### config.mk
export PLATFORM = sky130hd
export DESIGN_NAME = halo_tile_rect_generator
export DESIGN_NICKNAME = d
export VERILOG_FILES = /design/src/sv/htrg_pkg.sv /design/src/sv/htrg_cfg.sv /design/src/sv/htrg_walk.sv /design/src/sv/halo_tile_rect_generator.sv
export SDC_FILE = /design/constraint.sdc
export NUM_CORES = 1
export LEC_CHECK = 0
export ABC_CLOCK_PERIOD_IN_PS = 14000
export BUFFER_PORTS_ARGS = -buffer_cell sky130_fd_sc_hd__buf_2
export CORE_ASPECT_RATIO = 1.75
export CORE_MARGIN = 2
export CORE_UTILIZATION = 56
export DETAILED_ROUTE_END_ITERATION = 7
export GPL_TIMING_DRIVEN = 0
export PLACE_DENSITY = 0.88
export SLEW_MARGIN = 20
export SYNTH_ARGS = -nofsm -noshare
export SYNTH_HDL_FRONTEND = slang
export SYNTH_SLANG_ARGS = --single-unit
### constraint.sdc
create_clock -name i_clk -period 14 [get_ports i_clk]
set_input_delay 2.8 -clock i_clk [delete_from_list [all_inputs] [get_ports i_clk]]
set_output_delay 2.8 -clock i_clk [all_outputs]
set_load 0.1 [all_outputs]
### src/sv/htrg_pkg.sv
package htrg_pkg;

    localparam int MAX_TILE_SIZE = 4096;
    localparam int MIN_TILE_SIZE = 256;
    localparam int MAX_HALO      = 256;

    localparam int COORD_BITS = 16;
    localparam int SIZE_BITS  = 13;
    localparam int TILE_BITS  = $clog2(MAX_TILE_SIZE + 1);
    localparam int HALO_BITS  = $clog2(MAX_HALO + 1);
    localparam int ADDR_BITS  = 4;
    localparam int DATA_BITS  = 32;

    localparam logic [1:0] REG_FRAME_WIDTH  = 2'd0;
    localparam logic [1:0] REG_FRAME_HEIGHT = 2'd1;
    localparam logic [1:0] REG_TILE_SIZE    = 2'd2;
    localparam logic [1:0] REG_HALO         = 2'd3;

    localparam logic [COORD_BITS-1:0] TILE_SIZE_RESET = 16'd1024;

    typedef struct packed {
        logic [COORD_BITS-1:0] frame_w;
        logic [COORD_BITS-1:0] frame_h;
        logic [TILE_BITS-1:0]  tile;
        logic [HALO_BITS-1:0]  halo;
    } t_cfg;

    typedef struct packed {
        logic                  valid_res;
        logic [COORD_BITS-1:0] tile_x;
        logic [COORD_BITS-1:0] tile_y;
        logic [SIZE_BITS-1:0]  tile_w;
        logic [SIZE_BITS-1:0]  tile_h;
        logic [COORD_BITS-1:0] halo_x;
        logic [COORD_BITS-1:0] halo_y;
        logic [SIZE_BITS-1:0]  halo_w;
        logic [SIZE_BITS-1:0]  halo_h;
        logic                  last;
    } t_result;

endpackage

### src/sv/htrg_cfg.sv
module htrg_cfg (
    input  logic                           i_clk,
    input  logic                           i_rst_n,
    input  logic                           psel,
    input  logic                           penable,
    input  logic                           pwrite,
    input  logic [htrg_pkg::ADDR_BITS-1:0] paddr,
    input  logic [htrg_pkg::DATA_BITS-1:0] pwdata,
    output logic [htrg_pkg::DATA_BITS-1:0] prdata,
    output logic                           pready,
    output htrg_pkg::t_cfg                 o_cfg
);

    logic [htrg_pkg::COORD_BITS-1:0] r_frame_w;
    logic [htrg_pkg::COORD_BITS-1:0] r_frame_h;
    logic [htrg_pkg::COORD_BITS-1:0] r_tile_req;
    logic [htrg_pkg::COORD_BITS-1:0] r_halo_req;
    logic [htrg_pkg::COORD_BITS-1:0] tile_lim;
    logic [htrg_pkg::COORD_BITS-1:0] tile_edge;
    logic [htrg_pkg::TILE_BITS-1:0]  quarter;
    logic [htrg_pkg::TILE_BITS-1:0]  halo_lim;
    logic [htrg_pkg::COORD_BITS-1:0] rd_val;
    logic                            wr_en;

    assign pready = 1'b1;
    assign wr_en  = psel & penable & pwrite & pready;

    always_ff @(posedge i_clk) begin
        if (!i_rst_n) begin
            r_frame_w  <= '0;
            r_frame_h  <= '0;
            r_tile_req <= htrg_pkg::TILE_SIZE_RESET;
            r_halo_req <= '0;
        end else if (wr_en) begin
            unique case (paddr[3:2])
                htrg_pkg::REG_FRAME_WIDTH:  r_frame_w  <= pwdata[15:0];
                htrg_pkg::REG_FRAME_HEIGHT: r_frame_h  <= pwdata[15:0];
                htrg_pkg::REG_TILE_SIZE:    r_tile_req <= pwdata[15:0];
                htrg_pkg::REG_HALO:         r_halo_req <= pwdata[15:0];
                default: ;
            endcase
        end
    end

    always_comb begin
        unique case (paddr[3:2])
            htrg_pkg::REG_FRAME_WIDTH:  rd_val = r_frame_w;
            htrg_pkg::REG_FRAME_HEIGHT: rd_val = r_frame_h;
            htrg_pkg::REG_TILE_SIZE:    rd_val = r_tile_req;
            htrg_pkg::REG_HALO:         rd_val = r_halo_req;
            default:                    rd_val = '0;
        endcase
    end

    assign prdata = {{(htrg_pkg::DATA_BITS - htrg_pkg::COORD_BITS){1'b0}}, rd_val};

    always_comb begin
        tile_lim  = (r_tile_req > 16'(htrg_pkg::MAX_TILE_SIZE))
                    ? 16'(htrg_pkg::MAX_TILE_SIZE) : r_tile_req;
        tile_edge = (tile_lim < 16'(htrg_pkg::MIN_TILE_SIZE))
                    ? 16'(htrg_pkg::MIN_TILE_SIZE) : tile_lim;
        quarter   = htrg_pkg::TILE_BITS'(tile_edge >> 2);
        halo_lim  = (quarter > htrg_pkg::TILE_BITS'(htrg_pkg::MAX_HALO))
                    ? htrg_pkg::TILE_BITS'(htrg_pkg::MAX_HALO) : quarter;
        o_cfg.frame_w = r_frame_w;
        o_cfg.frame_h = r_frame_h;
        o_cfg.tile    = htrg_pkg::TILE_BITS'(tile_edge);
        o_cfg.halo    = (r_halo_req > 16'(halo_lim))
                        ? htrg_pkg::HALO_BITS'(halo_lim)
                        : htrg_pkg::HALO_BITS'(r_halo_req);
    end

endmodule

### src/sv/htrg_walk.sv
module htrg_walk (
    input  logic               i_clk,
    input  logic               i_rst_n,
    input  htrg_pkg::t_cfg     i_cfg,
    input  logic               i_accept,
    input  logic               i_restart,
    output htrg_pkg::t_result  o_result
);

    logic [15:0] r_cursor_x;
    logic [15:0] r_cursor_y;
    logic        r_walk_done;
    logic [15:0] n_cursor_x;
    logic [15:0] n_cursor_y;
    logic        n_walk_done;

    logic [15:0] cur_x;
    logic [15:0] cur_y;
    logic        done_now;
    logic        empty;
    logic [15:0] rem_x;
    logic [15:0] rem_y;
    logic [12:0] cw;
    logic [12:0] ch;
    logic [15:0] hx;
    logic [15:0] hy;
    logic [17:0] ext_x;
    logic [17:0] ext_y;
    logic [15:0] hmx;
    logic [15:0] hmy;
    logic [15:0] span_x;
    logic [15:0] span_y;
    logic [16:0] nx;
    logic [16:0] ny;
    logic        wrap_x;
    logic        wrap_y;
    logic [15:0] tile16;
    logic [15:0] halo16;

    always_comb begin
        tile16   = 16'(i_cfg.tile);
        halo16   = 16'(i_cfg.halo);
        cur_x    = i_restart ? '0 : r_cursor_x;
        cur_y    = i_restart ? '0 : r_cursor_y;
        done_now = i_restart ? 1'b0 : r_walk_done;
        empty    = (i_cfg.frame_w == '0) || (i_cfg.frame_h == '0) || done_now
                   || (cur_x >= i_cfg.frame_w) || (cur_y >= i_cfg.frame_h);

        rem_x = i_cfg.frame_w - cur_x;
        rem_y = i_cfg.frame_h - cur_y;
        cw    = (rem_x > tile16) ? 13'(i_cfg.tile) : rem_x[12:0];
        ch    = (rem_y > tile16) ? 13'(i_cfg.tile) : rem_y[12:0];
        hx    = (cur_x > halo16) ? cur_x - halo16 : '0;
        hy    = (cur_y > halo16) ? cur_y - halo16 : '0;
        ext_x = 18'(cur_x) + 18'(cw) + 18'(i_cfg.halo);
        ext_y = 18'(cur_y) + 18'(ch) + 18'(i_cfg.halo);
        hmx   = (ext_x > 18'(i_cfg.frame_w)) ? i_cfg.frame_w : ext_x[15:0];
        hmy   = (ext_y > 18'(i_cfg.frame_h)) ? i_cfg.frame_h : ext_y[15:0];
        span_x = (hmx > hx) ? hmx - hx : '0;
        span_y = (hmy > hy) ? hmy - hy : '0;

        nx     = 17'(cur_x) + 17'(i_cfg.tile);
        ny     = 17'(cur_y) + 17'(i_cfg.tile);
        wrap_x = nx >= 17'(i_cfg.frame_w);
        wrap_y = ny >= 17'(i_cfg.frame_h);

        n_cursor_x  = cur_x;
        n_cursor_y  = cur_y;
        n_walk_done = 1'b1;
        if (!empty) begin
            n_walk_done = 1'b0;
            if (wrap_x) begin
                n_cursor_x = '0;
                if (wrap_y) begin
                    n_cursor_y  = '0;
                    n_walk_done = 1'b1;
                end else begin
                    n_cursor_y = ny[15:0];
                end
            end else begin
                n_cursor_x = nx[15:0];
            end
        end

        o_result = '0;
        if (!empty) begin
            o_result.valid_res = 1'b1;
            o_result.tile_x    = cur_x;
            o_result.tile_y    = cur_y;
            o_result.tile_w    = cw;
            o_result.tile_h    = ch;
            o_result.halo_x    = hx;
            o_result.halo_y    = hy;
            o_result.halo_w    = (span_x == '0) ? 13'd1 : span_x[12:0];
            o_result.halo_h    = (span_y == '0) ? 13'd1 : span_y[12:0];
            o_result.last      = wrap_x & wrap_y;
        end
    end

    always_ff @(posedge i_clk) begin
        if (!i_rst_n) begin
            r_cursor_x  <= '0;
            r_cursor_y  <= '0;
            r_walk_done <= 1'b1;
        end else if (i_accept) begin
            r_cursor_x  <= n_cursor_x;
            r_cursor_y  <= n_cursor_y;
            r_walk_done <= n_walk_done;
        end
    end

endmodule

### src/sv/halo_tile_rect_generator.sv
// One request is taken per clock cycle and its tile comes out of the output
// register on the next cycle; the only limit on rate is the single output
// register, so o_stall rises only while a finished tile is held by i_stall.
// A request with i_restart high starts the row-major walk at the first tile,
// and a request after the last tile, or on a frame with zero width or height,
// returns o_valid_res low with all other fields zero. Configuration is read
// live, so it should be written only while no request is in flight.
module halo_tile_rect_generator (
    input  logic                           i_clk,
    input  logic                           i_rst_n,
    input  logic                           psel,
    input  logic                           penable,
    input  logic                           pwrite,
    input  logic [htrg_pkg::ADDR_BITS-1:0] paddr,
    input  logic [htrg_pkg::DATA_BITS-1:0] pwdata,
    output logic [htrg_pkg::DATA_BITS-1:0] prdata,
    output logic                           pready,
    input  logic                           i_valid,
    output logic                           o_stall,
    input  logic                           i_restart,
    output logic                           o_valid,
    input  logic                           i_stall,
    output logic                           o_valid_res,
    output logic [15:0]                    o_tile_x,
    output logic [15:0]                    o_tile_y,
    output logic [12:0]                    o_tile_w,
    output logic [12:0]                    o_tile_h,
    output logic [15:0]                    o_halo_x,
    output logic [15:0]                    o_halo_y,
    output logic [12:0]                    o_halo_w,
    output logic [12:0]                    o_halo_h,
    output logic                           o_last
);

    htrg_pkg::t_cfg    cfg;
    htrg_pkg::t_result result;
    htrg_pkg::t_result r_result;
    logic              r_valid;
    logic              accept;

    htrg_cfg u_cfg (
        .i_clk   (i_clk),
        .i_rst_n (i_rst_n),
        .psel    (psel),
        .penable (penable),
        .pwrite  (pwrite),
        .paddr   (paddr),
        .pwdata  (pwdata),
        .prdata  (prdata),
        .pready  (pready),
        .o_cfg   (cfg)
    );

    htrg_walk u_walk (
        .i_clk     (i_clk),
        .i_rst_n   (i_rst_n),
        .i_cfg     (cfg),
        .i_accept  (accept),
        .i_restart (i_restart),
        .o_result  (result)
    );

    assign o_stall = r_valid & i_stall;
    assign accept  = i_valid & ~o_stall;

    always_ff @(posedge i_clk) begin
        if (!i_rst_n) begin
            r_valid <= 1'b0;
        end else if (!o_stall) begin
            r_valid <= i_valid;
        end
    end

    always_ff @(posedge i_clk) begin
        if (accept) begin
            r_result <= result;
        end
    end

    assign o_valid     = r_valid;
    assign o_valid_res = r_result.valid_res;
    assign o_tile_x    = r_result.tile_x;
    assign o_tile_y    = r_result.tile_y;
    assign o_tile_w    = r_result.tile_w;
    assign o_tile_h    = r_result.tile_h;
    assign o_halo_x    = r_result.halo_x;
    assign o_halo_y    = r_result.halo_y;
    assign o_halo_w    = r_result.halo_w;
    assign o_halo_h    = r_result.halo_h;
    assign o_last      = r_result.last;

endmodule

* Yosys cells after proc, flatten, opt, wreduce, memory -nomap -nowiden
Index checks and enable logic that the tools add are counted.
** Storage, ports and cells
- Word-level logic and storage cells :: 99
- Memory bits (read-only) :: 0
- Bits in registers :: 216
- Output and inout port bits :: 153
- Input port bits :: 44
- Memory bits (writable) :: 0
- Memories :: 0
- Latch bits :: 0
** Operators by class
- Reductions and logical operators :: 15
- Eq/ne operators :: 3
- Bitwise gates (word level) :: 6
- Shift operators :: 0
- $add $sub $neg :: 12
- Multiply operators :: 0
- Divide/modulo/power cells :: 0
- $lt $le $gt $ge :: 16
- Muxes and demuxes :: 27
** Operator list (number)
- $mux 16 :: 14
- $mux 118 :: 1
- $add 16x13->17 :: 4
- $mux 13 :: 5
- $logic_not 16->1 :: 4
- $pmux 16 s4 :: 1
- $sub 16x16->16 :: 4
- $gt 16x13->1 :: 3
- $add 18x9->18 :: 2
- $gt 18x16->1 :: 2
- $ge 17x16->1 :: 2
- $ge 16x16->1 :: 2
- $gt 16x16->1 :: 2
- $gt 16x9->1 :: 2
- $sub 16x9->16 :: 2
- $gt 16x13->1 const B :: 1
- $lt 16x9->1 const B :: 1
- $mux 15 :: 1
- $gt 13x9->1 const B :: 1
- $mux 9 :: 1
- $reduce_and 2->1 :: 4
- $and 1x1->1 :: 5
- $eq 2x2->1 const B :: 2
- $logic_or 1x1->1 :: 4
- 5 further kinds :: 9

* Longest topological paths before layout
- Depth in word-level cells :: 16
- Mapped depth :: 59

* By module
Synthesis repeated with hierarchy kept, for this count alone.
** Second synthesis, totals
- Cells, all modules :: 2312
- Area total of the unflattened synthesis :: 20028.0 sq um
** By module, submodules not included
- htrg_walk :: cells each 1778, area an instance 12882.4 sq um, sequential area each 660.6 sq um, times used 1
- halo_tile_rect_generator :: cells each 122, area an instance 3585.9 sq um, sequential area each 3563.4 sq um, times used 1
- htrg_cfg :: cells each 412, area an instance 3559.7 sq um, sequential area each 1281.2 sq um, times used 1

* Worst setup path before layout
OpenSTA, ideal clock, no wires.
- Kind :: input port to flip-flop
- From :: input i_restart
- To :: register r_result, in the netlist o_halo_h[4] (data pin)
- Required time :: 13742 ps
- Path slack :: -393 ps
- Arrival time :: 14135 ps
- Stages :: 56
- Cell sequence :: clkbuf_1 inv_1 clkbuf_1 clkbuf_1 clkbuf_1 nand2_1 ha_1 and3_1 o21a_1 o311a_1 o21ai_0 nand2b_1 a21oi_1 xnor2_1 ha_1 nand2_1 or2_2 nor3_1 [20 not listed] a31oi_1 a2111o_1 a22oi_1 o41ai_4 buf_6 mux2i_1 ha_1 inv_1 fa_1 a21o_1 a21oi_1 o21ai_0 a41oi_1 nor2_1 o221a_2 nand2_1 a31o_2 nor2_1
** On the way
- Word-level cells in the longest chain between the ends :: 12
- Elaborated cells between the ends (all ways) :: 23
- Classes of those cells :: add/sub (5); order compare (6); mux (7); reduce/logical (5)
** Ends and longest elaborated chain
- start: declaration :: line halo_tile_rect_generator.sv:20 : input logic i_restart,
- $mux 16 (*) :: line htrg_walk.sv:44 : cur_y = i_restart ? '0 : r_cursor_y;
- $sub 16x16->16 (*) :: line htrg_walk.sv:50 : rem_y = i_cfg.frame_h - cur_y;
- $gt 16x13->1 :: line htrg_walk.sv:52 : ch = (rem_y > tile16) ? 13'(i_cfg.tile) : rem_y[12:0];
- $mux 13 (*) :: line htrg_walk.sv:52
- via u_walk.ch[1] :: line htrg_walk.sv:24 : logic [12:0] ch;
- $add 16x13->17 (*) :: line htrg_walk.sv:56 : ext_y = 18'(cur_y) + 18'(ch) + 18'(i_cfg.halo);
- $add 18x9->18 (*) :: line htrg_walk.sv:56
- $gt 18x16->1 :: line htrg_walk.sv:58 : hmy = (ext_y > 18'(i_cfg.frame_h)) ? i_cfg.frame_h : ext_y[15:0];
- $mux 16 (*) :: line htrg_walk.sv:58
- $sub 16x16->16 or $gt 16x16->1 (tied branches) :: line htrg_walk.sv:60 : span_y = (hmy > hy) ? hmy - hy : '0;
- $mux 16 (*) :: line htrg_walk.sv:60
- $logic_not 16->1 :: line htrg_walk.sv:95 : o_result.halo_h = (span_y == '0) ? 13'd1 : span_y[12:0];
- $reduce_or 2->1 (no source line)
- end signal: assignment :: line halo_tile_rect_generator.sv:76 : r_result <= result;
- end: declaration :: line halo_tile_rect_generator.sv:37 : htrg_pkg::t_result r_result;
Mark *: on every way through the listed nets, which the timed path passes. The rest lies on a longest branch.
A chain may end at the register's enable or synchronous reset.

* Final worst setup path
- From :: input i_restart
- To :: register r_result, in the netlist o_halo_h[2] (data pin)
The elaborated chain is that of the path after synthesis.

==> impl_results.md <==
- Status: complete, but fails checks
- Violations in the final reports: setup timing
- Grt ovf: 0
- Ys async rst share: 0
- Ys Warns: 0
- Fillcell total: 2833
- Hold buffer count at cts: 0
- CP endpoint kind: flip-flop
- Syn_area_per_cell: 8.71 um^2
- Port Buf Inserts: 161
- GP Congestion: 1.05
- Initial core utilization: 0.564
- DRC errors left: 0
- H-tree Lvls: 1
- Total CTS buffers: 21
- Layout cells sized above 1: 0.221
- Rel. slew slack: 0.155
- Max_cap viols: 0
- 1st-iter DRT viols: 1354
- Hold crit path type: reg2reg
- Prevailing post-synth register cell: edfxtp_1
- Final setup viols: 5
- Clk_lat worst skew: 0.56 ns
- Static Leakage: 11.1 nW
- Crit Path Class: in2reg
- Minimum clock period: 14.06 ns
- WL final: 85800 um
- Vias: 20112
- Post-DR wirelength/cell: 27.8 um
- Synth unique cells: 89
- #FFs+latches synth: 216
- Post-synthesis instance total: 2319
- Clk root buf: clkbuf_16
- Slowest-stage cell, CP: o311a_4
- Area Overhead vs Synth: 21.1%
- Clk sinks: 216
- F_max: 71.1 MHz
- Crit. path cell count: 60
- CP Data Required Time: 14.31 ns
- EDFF count, synth: 118
- Tot Pwr: 2.58 mW
- Final Hold Violating Endpoints: 0
- Global-route wire length before repair: 122000 um
- Worst path bufs/invs: 11
- Sequential share of the synthesized area: 0.273
- Max Fanout on Critical Path: 8
- Final slew viol count: 0
- PnR worst setup slack: -0.0622 ns
- Worst IR Drop VDD: 0.000136 V
- Routed vias/inst: 6.52
- Final Cycle Share: 1.00
- Crit path DAT: 14.37 ns
- Worst-path clk slew: 0.06 ns
- DRT Pass-1 Iters: 7
- R2r worst-path depth: 47
- Die width: 148 um
- Layout Nets: 2910
- CP delay by family, top: compound AO/OA/AOI/OAI gates
- Antenna violations before repair: 1
- Total negative slack: -0.265 ns
- Skew final: 0.0291 ns
- Hpwl dp: 67200 um
- Worst-Margin Slew: 1.27 ns
- CP max stage delay: 0.40 ns
- TritonCTS clock tree: yes
- Post-DRT Antenna Nets: 0
- Min-Delay Path Depth: 1
- Synth Cell Area: 20200 um^2
- CTS Buffer Depth: 3
- IO Pins: 197
- Nature of the critical path startpoint: input pin
- Core Area: 35800 um^2
- RSZ-0062 raised after global routing: yes
- Total GRT Usage: 0.440
- Vias in the first global route: 20215
- FP Rows: 92
- Largest net degree at the start of global routing: 70
- Pwr Density: 106 nW/um^2
- Die area: 37700 um^2
- Die H: 255 um
final timing paths:
| kind | startpoint | to | slack [ns] |
|---|---|---|---|
| worst min register to register | u_walk.r_cursor_x[2] | u_walk.r_cursor_x[2] | 0.49 |
| worst max register to register | u_cfg.r_tile_req[12] | o_halo_h[2] | 1.53 |
| worst min-delay path | u_walk.r_cursor_x[2] | u_walk.r_cursor_x[2] | 0.49 |
| worst max-delay path | i_restart | o_halo_h[2] | -0.06 |
cells in the mapped netlist (all sizes together) (12+ instances only):
library cell  instances  area [um^2]
ha                  255         3190
and2                 24          150
nor3                 38          195
xor2                 40          350
a21boi               72          541
or2                  12         77.6
edfxtp              118         3540
a21o                 77          578
a22o                 28          245
nor2b                46          288
mux2                 61          724
fa                   12          240
nand2b               16          100
xnor2                95          840
clkbuf               50          188
o211ai               14          105
nand4                37          231
mux2i                29          290
o21ai               100          504
nand2               289         1080
nand3                40          200
mux4                 16          360
o21a                 32          240
nor4                 23          159
a211oi               22          165
o21bai               17          128
a21oi               132          668
dfxtp                98         1960
buf                  38          244
nor2                165          619
and3                 36          225
inv                 150          563
logic make-up after synthesis:
family / Yosys count / share of synthesized area
xor gates and xnor gates: 135 / 0.0589
adders and majority gates: 267 / 0.170
buffers and inverters: 240 / 0.0496
muxes: 106 / 0.0681
and+or+nand+nor: 759 / 0.178
DFF: 216 / 0.273
other: 2 / 0.000372
AOI/OAI and AO/OA: 594 / 0.203
routing by layer:
metal / global-route usage / wire, um
met2: 0.784 / 42000
met1: 0.369 / 25200
met5: 0 / 0
met4: 0.537 / 13000
met3: 0.0863 / 5640
power breakdown:
group	switching [mW]	internal [mW]
registers	0.0111	0.685
logic	0.769	0.485
clock network	0.268	0.363
total	1.05	1.53
what timing repair did:
action / 4_1_cts / 5_1_grt
pin swaps: 46 / 99
setup endpoints to repair: 26 / 26
gates cloned: 0 / 1
resized for setup: 153 / 133
setup buffers: 34 / 42
placed cells by master, fill, tap and decap left out, types with 22 or more instances in the layout:
| cell | netlist | final |
|---|---|---|
| a22o_1 | 28 | 28 |
| nor3_1 | 37 | 32 |
| nand4_1 | 37 | 37 |
| clkbuf_1 | 50 | 48 |
| xor2_1 | 40 | 37 |
| nand3_1 | 40 | 38 |
| nand2_1 | 289 | 277 |
| a21boi_0 | 70 | 70 |
| a21oi_1 | 130 | 103 |
| clkbuf_16 | 0 | 26 |
| o21ai_0 | 95 | 76 |
| nor2b_1 | 46 | 41 |
| and2_1 | 23 | 22 |
| xnor2_1 | 94 | 79 |
| ha_1 | 255 | 219 |
| ha_4 | 0 | 23 |
| a21o_1 | 77 | 76 |
| nor2_1 | 165 | 153 |
| mux2_2 | 34 | 34 |
| buf_2 | 6 | 167 |
| inv_1 | 149 | 147 |
| mux2i_1 | 29 | 27 |
| edfxtp_1 | 118 | 118 |
| a21oi_2 | 2 | 24 |
| buf_4 | 19 | 85 |
| dfxtp_1 | 98 | 98 |
| and3_1 | 36 | 32 |
| o21a_1 | 32 | 30 |
per-stage QoR:
step           worst slack [ns]  hold slack (ns)   util  instance area [um^2]  cells
4_1_cts                  0.0171            0.482  0.656                 23500   3041
2_1_floorplan           0.00852            0.441      -                 20300   2338
3_5_place_dp              -4.31            0.463  0.607                 21700   2971
3_3_place_gp              -4.21            0.455  0.606                 21700   2969
6_report                -0.0622            0.486  0.683                 24500   3085
5_1_grt                  -0.235            0.496  0.683                 24500   3084
state kept, by name, indices dropped and copies added, names as in the netlist, 13 cells and up:
name               flops
o_halo_h              13
o_halo_y              16
o_halo_w              13
u_walk.r_cursor_x     16
u_walk.r_cursor_y     16
o_halo_x              16
o_tile_w              13
u_cfg.r_frame_w       16
o_tile_h              13
u_cfg.r_frame_h       16
u_cfg.r_tile_req      16
o_tile_x              16
u_cfg.r_halo_req      16
o_tile_y              16
layout make-up:
cell class / count / area, um^2 / share of cell area
Timing Repair Buffer: 240 / 1490 / 0.0610
Multi-Input combinational cell: 1882 / 15000 / 0.614
Sequential cell: 216 / 5510 / 0.225
Buffer: 86 / 531 / 0.0217
Antenna cell: 1 / 2.50 / 0.000102
Clock inverter: 5 / 77.6 / 0.00317
Inverter: 152 / 588 / 0.0240
Clock buffer: 33 / 663 / 0.0271
Tap cell: 470 / 588 / 0.0240
(Power assumes the default switching activity.)
